<file path="config.mk">
export PLATFORM = sky130hd
export DESIGN_NAME = ctri_mul
export DESIGN_NICKNAME = d
export VERILOG_FILES = /design/src/rtl/ctri_pkg.sv /design/src/rtl/ctri_mul.sv
export SDC_FILE = /design/constraint.sdc
export NUM_CORES = 2
export LEC_CHECK = 0
export BUFFER_PORTS_ARGS = -buffer_cell sky130_fd_sc_hd__buf_2
export CAP_MARGIN = 20
export CORE_UTILIZATION = 35
export CTS_CLUSTER_DIAMETER = 30
export DETAILED_ROUTE_END_ITERATION = 8
export HOLD_SLACK_MARGIN = 0.1
export RECOVER_POWER = 25
export REMOVE_ABC_BUFFERS = 1
export SETUP_SLACK_MARGIN = 0.05
export SLEW_MARGIN = 20
export SYNTH_ARGS = -nofsm -noshare
export SYNTH_HDL_FRONTEND = slang
export SYNTH_SLANG_ARGS = --single-unit
</file>
<file path="constraint.sdc">
create_clock -name clk -period 9.4 [get_ports clk]
set_clock_uncertainty 0.05 [all_clocks]
set_input_delay 2.82 -clock clk [delete_from_list [all_inputs] [get_ports clk]]
set_output_delay 2.82 -clock clk [all_outputs]
set_load 0.1 [all_outputs]
</file>
<file path="src/rtl/ctri_pkg.sv">
// shared constants, types and command struct for the cubic trajectory interpolator
`default_nettype none

package ctri_pkg;

    // default fractional bits of the position format
    localparam int POS_FRAC_BITS_DEF = 20;

    // speed factor after reset, unsigned Q8.8 (0.25)
    localparam logic [15:0] SPEED_RESET = 16'd64;

    // item modes
    localparam logic MODE_START = 1'b0;
    localparam logic MODE_TICK  = 1'b1;

    // shared multiplier operand and product widths
    localparam int MUL_W  = 34;
    localparam int PROD_W = 2 * MUL_W;

    // shift-subtract unit: source word, partial remainder, step counter
    localparam int SRC_W  = 68;
    localparam int REM_W  = 38;
    localparam int STEP_W = 7;

    // iteration counts of the fixed-length runs
    localparam logic [STEP_W-1:0] SQRT_STEPS  = 7'd34;
    localparam logic [STEP_W-1:0] PHASE_STEPS = 7'd30;

    // duration constants: 1.5/vmax in us, 6/amax split in two factors
    localparam logic [MUL_W-1:0] TV_K  = 34'd750000;
    localparam logic [MUL_W-1:0] TA_K1 = 34'd2400000;
    localparam logic [MUL_W-1:0] TA_K2 = 34'd1000000;

    // unity in Q1.30 phase format
    localparam logic [30:0] Q30_ONE = 31'h4000_0000;

    // command to the shift-subtract unit
    typedef struct packed {
        logic                go;
        logic                is_sqrt;
        logic [STEP_W-1:0]   steps;
    } sd_cmd_t;

endpackage

`default_nettype wire

</file>
<file path="src/rtl/ctri_mul.sv">
// shared registered unsigned multiplier
`default_nettype none

module ctri_mul
    import ctri_pkg::*;
(
    input  logic              clk,
    input  logic [MUL_W-1:0]  op_a,
    input  logic [MUL_W-1:0]  op_b,
    output logic [PROD_W-1:0] prod
);

    logic [PROD_W-1:0] prod_reg;

    // product registered every cycle
    always_ff @(posedge clk)
    begin
        prod_reg <= op_a * op_b;
    end

    assign prod = prod_reg;

endmodule

`default_nettype wire

</file>
==> run summary <==
Setup TNS - 0 ns
largest net degree at the start of global routing - 35
FFs w/ async S/R, synth - 0%
Post-Syn Instances - 4,287
Clock Sinks - 68
Worst-Margin Slew - 2.07 ns
core area - 109,000 um2
Synth warnings - 0
Worst Hold Class - input port to flop
post-route antenna net violation count - 0
Yosys reg bits - 68
max FFs per register - 68
Die Y - 335 um
Hold Slack - 3.05 ns
port bufs - 136
drt first pass iters - 6
final hold vios - 0
CTS root buffer - clkbuf_16
drc violations - 0
Critical Path Start Type - input port
GR Util All Layers - 21.9%
TritonCTS clock tree - yes
Synth top area share - 52.7%
die area - 112,000 um2
first-pass GRT wire length - 189,000 um
gr ovfl total - 0
Seq/Total Area, Yosys - 3.51%
status - finished with violations
RSZ-0062 raised after global routing - yes
top post-synthesis cells by count - inv_1, fa_1, nand2_1
Req. time, crit path - 9.62 ns
Inst Count DP - 6,139
Worst Path Max Fanout - 7
fmax - 107 MHz
post-synth top area cell - fa_1
WL final - 120,000 um
Vias/cell - 4.80
# H-tree levels - 3
gpl congestion - 0.935
share of cells above drive strength 1 - 18.2%
mapped cell area - 38,800 um2
Hold Crit Depth - 3
failing checks - capacitance limit, slew limit
prevailing post-synth register cell - dfxtp_1
Setup CP Type - input port to flop
Final Non-Filler Cells - 6,204
vias in the first global route - 33,100
CTS buffer count - 9
minimum clock period - 9.35 ns
routed via count - 29,800
type of destination of the critical path - flop
Post-DP HPWL - 103,000 um
FP Rows - 121
final slew viol count - 35
EDFF count, synth - 0
# nets final - 6,092
initial antenna violation count - 7
Die W - 335 um
most numerous cell in the Yosys netlist - inv_1
DR iter-0 viols - 1,824
starting density of the core - 35.5%
final setup fails - 0
Max Cap Violations - 1
clock slew at reported path FFs - 0.07 ns
area growth from synthesis to layout - 21.1%
wire per inst - 19.4 um
Synth cell types - 65
Final Cycle Share - 99.5%
Worst slew margin - -38.2%
Post-CTS Hold Buffers - 0
Avg Cell Area, Syn - 9.04 um2
Max clock buf depth - 2
Ports - 137
Worst EP arrival - 9.57 ns
Area contributors post-synth - fa_1, inv_1, ha_1
[placed cells by master, fill, tap and decap left out, types with 12 or more instances in the layout]
master / count
nand2_2: 16
nand2_1: 711
a21oi_2: 20
xor2_1: 20
dfxtp_1: 68
and2_1: 489
and2_4: 14
xnor2_1: 40
inv_2: 29
buf_12: 55
buf_8: 23
buf_6: 64
nand4_1: 20
o21ai_2: 15
clkbuf_1: 26
fa_2: 31
clkbuf_16: 14
o21ai_1: 12
o21ai_0: 33
inv_1: 1000
a21oi_1: 57
a21o_1: 21
ha_4: 25
ha_1: 255
buf_4: 419
fa_1: 989
o21bai_1: 13
nor2_1: 48
buf_2: 53
[area by class of cell]
type                    count  area (um2)
diodes                      4        10.0
clock inverters             7        82.6
flip-flops and latches     68        1360
repair buffers            655        6020
well taps                1476        1850
multi-input cells        2956       33500
clock buffers               9         225
inverters                1029        3860
fillers                 10800       62400
[stage by stage]
step	util, %	instance area, um2	setup slack (ns)
after floorplan	-	37800	0.176
after global placement	40.6	44400	-1.01
after detailed placement	40.6	44400	-1.03
after CTS	41.8	45700	0.0384
after global routing	42.9	46900	-0.175
final	42.9	46900	0.0493
[path summary, 6_finish.rpt]
kind	slack [ns]	from	end
worst min-delay path	3.05	op_a[0]	prod[0]
worst max-delay path	0.05	op_a[27]	prod[66]
[critical path, cell delays in order]
cell	delay [ns]
buf_16	0.13
and2_4	0.16
fa_1	0.55
inv_2	0.04
fa_1	0.52
inv_2	0.04
fa_1	0.55
inv_2	0.05
fa_1	0.50
fa_1	0.51
inv_2	0.04
fa_1	0.48
fa_1	0.56
inv_2	0.04
fa_1	0.57
inv_2	0.06
ha_4	0.26
a21oi_2	0.20
o21ai_1	0.16
a211oi_2	0.22
nor2_1	0.09
o31ai_1	0.24
buf_4	0.17
nor3_4	0.05
nor3_4	0.28
o21ai_2	0.08
xor2_1	0.16
[cell families after synthesis]
kind of cell               count (synthesis)  synth area share [%]
and+or+nand+nor                         1359                  16.9
buffers and inverters                   1263                  12.5
xor gates and xnor gates                  66                  1.49
AOI/OAI and AO/OA                        226                  3.73
muxes                                      1                0.0258
DFF                                       68                  3.51
adders and majority gates               1304                  61.9
[layer usage]
layer  share of wire, %  track usage, %
met5              0.019               0
met4                2.8            5.80
met3                7.9            4.23
met2                 46            35.2
met1                 43            30.3
[repair_timing]
action | in CTS | in global routing
gates cloned | 1 | 5
gates resized for setup | 227 | 243
setup buffers | 21 | 25
endpoints found under the hold margin | 0 | 0
setup endpoints to repair | 45 | 44
pin swaps | 93 | 142
Power is not shown: default switching activity piles up to over one toggle a cycle in this logic, so the estimate is an artifact.
