File: src/rtl/ctri_pkg.sv
// shared constants, types and command struct for the cubic trajectory interpolator
`default_nettype none

package ctri_pkg;

    // default fractional bits of the position format
    localparam int POS_FRAC_BITS_DEF = 20;

    // speed factor after reset, unsigned Q8.8 (0.25)
    localparam logic [15:0] SPEED_RESET = 16'd64;

    // item modes
    localparam logic MODE_START = 1'b0;
    localparam logic MODE_TICK  = 1'b1;

    // shared multiplier operand and product widths
    localparam int MUL_W  = 34;
    localparam int PROD_W = 2 * MUL_W;

    // shift-subtract unit: source word, partial remainder, step counter
    localparam int SRC_W  = 68;
    localparam int REM_W  = 38;
    localparam int STEP_W = 7;

    // iteration counts of the fixed-length runs
    localparam logic [STEP_W-1:0] SQRT_STEPS  = 7'd34;
    localparam logic [STEP_W-1:0] PHASE_STEPS = 7'd30;

    // duration constants: 1.5/vmax in us, 6/amax split in two factors
    localparam logic [MUL_W-1:0] TV_K  = 34'd750000;
    localparam logic [MUL_W-1:0] TA_K1 = 34'd2400000;
    localparam logic [MUL_W-1:0] TA_K2 = 34'd1000000;

    // unity in Q1.30 phase format
    localparam logic [30:0] Q30_ONE = 31'h4000_0000;

    // command to the shift-subtract unit
    typedef struct packed {
        logic                go;
        logic                is_sqrt;
        logic [STEP_W-1:0]   steps;
    } sd_cmd_t;

endpackage

`default_nettype wire

File: src/rtl/ctri_sqdiv.sv
// shared shift-subtract unit: integer square root and restoring division
`default_nettype none

module ctri_sqdiv
    import ctri_pkg::*;
#(
    parameter int RES_W = 42
)
(
    input  logic             clk,
    input  logic             rst_n,
    input  sd_cmd_t          cmd,
    input  logic [SRC_W-1:0] src,
    input  logic [31:0]      rem_init,
    input  logic [31:0]      divisor,
    output logic             busy,
    output logic [RES_W-1:0] res
);

    logic                busy_reg;
    logic [STEP_W-1:0]   cnt_reg;
    logic                sqrt_reg;
    logic [REM_W-1:0]    rem_reg;
    logic [RES_W-1:0]    res_reg;
    logic [SRC_W-1:0]    src_reg;
    logic [31:0]         div_reg;

    logic [REM_W-1:0]    cand;
    logic [REM_W-1:0]    sub;
    logic [REM_W:0]      diff;
    logic                ge;

    // one root bit or one quotient bit per step
    always_comb
    begin
        if (sqrt_reg)
        begin
            cand = {rem_reg[REM_W-3:0], src_reg[SRC_W-1 -: 2]};
            sub  = {res_reg[REM_W-3:0], 2'b01};
        end
        else
        begin
            cand = {rem_reg[REM_W-2:0], src_reg[SRC_W-1]};
            sub  = {{(REM_W-32){1'b0}}, div_reg};
        end
        diff = {1'b0, cand} - {1'b0, sub};
        ge   = ~diff[REM_W];
    end

    // run control
    always_ff @(posedge clk or negedge rst_n)
    begin
        if (!rst_n)
        begin
            busy_reg <= 1'b0;
            cnt_reg  <= '0;
            sqrt_reg <= 1'b0;
        end
        else if (cmd.go)
        begin
            busy_reg <= 1'b1;
            cnt_reg  <= cmd.steps;
            sqrt_reg <= cmd.is_sqrt;
        end
        else if (busy_reg)
        begin
            cnt_reg <= cnt_reg - 1'b1;
            if (cnt_reg == STEP_W'(1))
            begin
                busy_reg <= 1'b0;
            end
        end
    end

    // datapath
    always_ff @(posedge clk)
    begin
        if (cmd.go)
        begin
            rem_reg <= {{(REM_W-32){1'b0}}, rem_init};
            res_reg <= '0;
            src_reg <= src;
            div_reg <= divisor;
        end
        else if (busy_reg)
        begin
            rem_reg <= ge ? diff[REM_W-1:0] : cand;
            res_reg <= {res_reg[RES_W-2:0], ge};
            src_reg <= sqrt_reg ? {src_reg[SRC_W-3:0], 2'b00} : {src_reg[SRC_W-2:0], 1'b0};
        end
    end

    assign busy = busy_reg;
    assign res  = res_reg;

endmodule

`default_nettype wire

File: config.mk
export PLATFORM = sky130hd
export DESIGN_NAME = ctri_sqdiv
export DESIGN_NICKNAME = d
export VERILOG_FILES = /design/src/rtl/ctri_pkg.sv /design/src/rtl/ctri_sqdiv.sv
export SDC_FILE = /design/constraint.sdc
export NUM_CORES = 1
export LEC_CHECK = 0
export BUFFER_PORTS_ARGS = -buffer_cell sky130_fd_sc_hd__buf_4
export CAP_MARGIN = 20
export CORE_ASPECT_RATIO = 2
export CORE_MARGIN = 10
export CORE_UTILIZATION = 52
export DETAILED_ROUTE_END_ITERATION = 10
export PLACE_DENSITY = 0.78
export RECOVER_POWER = 50
export SETUP_SLACK_MARGIN = 0.4
export SYNTH_ARGS = -nofsm -noshare
export SYNTH_HDL_FRONTEND = slang
export SYNTH_SLANG_ARGS = --single-unit
File: constraint.sdc
create_clock -name clk -period 4.2 [get_ports clk]
set_input_delay 0.84 -clock clk [delete_from_list [all_inputs] [get_ports clk]]
set_output_delay 0.84 -clock clk [all_outputs]
set_load 0.005 [all_outputs]
==> results_dict.tcl <==
set metrics [dict create \
    syn_inst 1078 \
    post_dp_cell_area_um2 12700 \
    reg2reg_slack_ns 0.43 \
    via_per_inst 5.83 \
    initial_core_util 0.527 \
    die_h_um 227 \
    ant_nets 0 \
    drive_gt1_frac 0.240 \
    worst-r2r-cell-count 12 \
    drc 0 \
    clk_latency_ns 0.46 \
    hold_violations 0 \
    relSlewSlack -0.898 \
    area_growth_pct 21.4 \
    cts_buffer_depth 2 \
    fillers 1753 \
    fin_nets 1423 \
    power_density_nw_per_um2 641 \
    grt.total_usage 0.215 \
    grt_pass1_vias 9408 \
    synth_edf_count 132 \
    cts_root_buf "clkbuf_16" \
    wire_per_inst_um 19.7 \
    setup_slack_ns 0.430 \
    finalCriticalPeriod_ns 3.77 \
    violations "capacitance limit, slew limit" \
    critical-path-top-delay-family "compound AO/OA/AOI/OAI gates" \
    ys_types 64 \
    leakagePower_uw 0.00599 \
    post-place-ws_ns 0.293 \
    path_clk_slew_ns 0.07 \
    cp_slowest_cell "dfrtp_4" \
    htree_num_levels 4 \
    critPathMaxFanout 15 \
    cts_tree "done" \
    cts_sinks 188 \
    place.gp.congestion 0.912 \
    required_ns 4.40 \
    cp_cell_sequence "buf_12 -> mux2_2 -> ha_1 -> a21o_1 -> a311o_1 -> a41oi_2 -> nand3_1 -> a221oi_4 -> a21o_1 -> buf_6 -> nor3_1 -> a311o_1" \
    final_util 0.641 \
    finalWirelength_mm 30.0 \
    via_count 8874 \
    fp.dieW_um 123 \
    syn_area_um2 11100 \
    core-area_um2 21000 \
    setup_tns_ns 0 \
    rows 75 \
    hpwl_mm 21.2 \
    place_inst 1479 \
    setup_viol 0 \
    postSynth.asyncResetShare 0.0479 \
    cp.arrival_ns 3.97 \
    synth_ff_type "edfxtp_1" \
    finClkSkew_ns 0.0154 \
    grt_max_degree 199 \
    syn_avg_cell_area_um2 10.3 \
    io_buffers 185 \
    synth_warnings 0 \
    rsz0062_at_grt "true" \
    largest_register_ffs 68 \
    drv_cap 2 \
    r2r_end "rem_reg[17]" \
    cp-end-kind "flip-flop" \
    final_area_um2 13500 \
    critPathMaxStageDelay_ns 0.51 \
    fp.dieArea_um2 27900 \
    n_antenna_cell 0 \
    worstSetupPathType "reg -> reg" \
    ys_ff_latch 188 \
    cp_num_buf_inv 2 \
    ys_seq_area_frac 0.463 \
    grt_first_pass_wirelength_mm 47.4 \
    r2r_start "sqrt_reg" \
    grt.overflow.total 0 \
    first_iter_violations 628 \
    fin_crit_sh 0.898 \
    critPathLaunchType "flip-flop" \
    fin_cells 1521 \
    drv_slew 259 \
    hold_class "in -> async" \
    syn_nets 1262 \
    ctsHoldBuffers 0 \
    ir_drop_uv 438 \
    drtPass1Iterations 5 \
    fmax_mhz 265 \
    status "finished, violations left" \
    io-pin-count 186 \
    tightest_slew_ns 2.85 \
    numCtsBuffers 17 \
    antenna_found_initial 0 \
]
[placed cells by master, fill, tap and decap left out, drive strengths merged, types with 7 or more instances in the layout]
cell,count
buf,164
mux2i,152
nand2,150
edfxtp,132
o21ai,102
nor2,76
clkbuf,68
dfxtp,47
ha,40
a21oi,39
mux2,38
xnor2,29
a21o,24
nand3,19
nor3,12
inv,10
o211ai,10
and3,9
a31oi,9
dfrtp,9
and2,8
xor2,7
nand4,7
[metrics by stage]
| stage | power [uW] | hold WS [ns] |
|---|---|---|
| after CTS | 8410 | 0.180 |
| final | 8630 | 0.338 |
| after floorplan | 5690 | 0.485 |
| after global placement | 6670 | 0.504 |
| after detailed placement | 6740 | 0.519 |
| after global routing | 9170 | 0.353 |
[Yosys cell counts (3+ instances only)]
library cell / number / area (um^2)
dfrtp_1: 9 / 225
inv_1: 10 / 37.5
nand3_1: 19 / 95.1
nand2b_1: 4 / 25.0
buf_2: 6 / 30.0
xor2_1: 7 / 61.3
nor4_1: 3 / 18.8
o21ai_1: 3 / 15.0
o21bai_1: 3 / 22.5
o31ai_1: 3 / 22.5
a211o_1: 4 / 35.0
xnor2_1: 29 / 254
o211ai_1: 10 / 75.1
a31oi_1: 9 / 56.3
a311o_1: 4 / 40.0
nor3_1: 12 / 60.1
a311oi_2: 3 / 45.0
dfxtp_1: 47 / 941
nand4_1: 7 / 43.8
clkbuf_1: 48 / 180
mux2_2: 38 / 428
nor2b_1: 3 / 18.8
ha_1: 40 / 500
a21boi_0: 3 / 22.5
edfxtp_1: 132 / 3960
a21o_1: 24 / 180
o21a_1: 6 / 45.0
nand2_1: 149 / 559
mux2i_1: 152 / 1520
a211oi_1: 6 / 45.0
o21ai_0: 99 / 495
and3_1: 9 / 56.3
a21oi_1: 39 / 195
and2_1: 8 / 50.1
a31o_2: 5 / 43.8
nor2_1: 76 / 285
buf_1: 14 / 52.6
buf_6: 3 / 33.8
or4_1: 3 / 22.5
[final cells by class]
type / count / area [um^2] / area share
Inverter: 10 / 37.5 / 0.00279
Clock inverter: 12 / 124 / 0.00920
Tap cell: 269 / 337 / 0.0250
Clock buffer: 20 / 437 / 0.0324
Multi-Input combinational cell: 808 / 5680 / 0.422
Sequential cell: 188 / 5140 / 0.382
Timing Repair Buffer: 214 / 1710 / 0.127
[power breakdown]
group / internal [uW] / total [uW] / switching (uW)
Combinational: 2020 / 4480 / 2460
Clock: 870 / 1580 / 706
Sequential: 2390 / 2580 / 188
Total: 5280 / 8630 / 3350
[kinds of logic (layout without fill, tap and decap cells)]
family / count (synthesis) / count (layout) / share of synthesized area
AO/OA/AOI/OAI: 241 / 241 / 0.138
XOR/XNOR: 36 / 36 / 0.0284
adder cells (fa/ha/maj): 41 / 41 / 0.0469
buffers and inverters: 82 / 256 / 0.0319
flip-flops: 188 / 188 / 0.463
multiplexers: 190 / 190 / 0.176
AND/OR/NAND/NOR: 300 / 300 / 0.116
[layer usage]
layer,up-vias,wire (um),global-route usage
li1,4275,-,-
met1,4238,10600,0.214
met2,279,16700,0.393
met3,82,1380,0.0486
met4,0,1330,0.125
met5,-,0,0
[worst max path at each step]
stage                   from          end  slack (ns)  cells after the start
floorplan           sqrt_reg  rem_reg[15]        0.44                     14
global placement    sqrt_reg  rem_reg[19]        0.44                     12
detailed placement  sqrt_reg  rem_reg[17]        0.29                     14
CTS                 sqrt_reg  rem_reg[17]        0.41                     12
global route        sqrt_reg   rem_reg[2]        0.34                     14
finish              sqrt_reg  rem_reg[17]        0.43                     12
[what timing repair did]
item,4_1_cts,5_1_grt
cloned,2,1
pin swaps,1,4
setup buffers,3,4
resized for setup,4,16
setup endpoints to repair,9,15
Note: power is estimated with default switching activity, not from simulation.
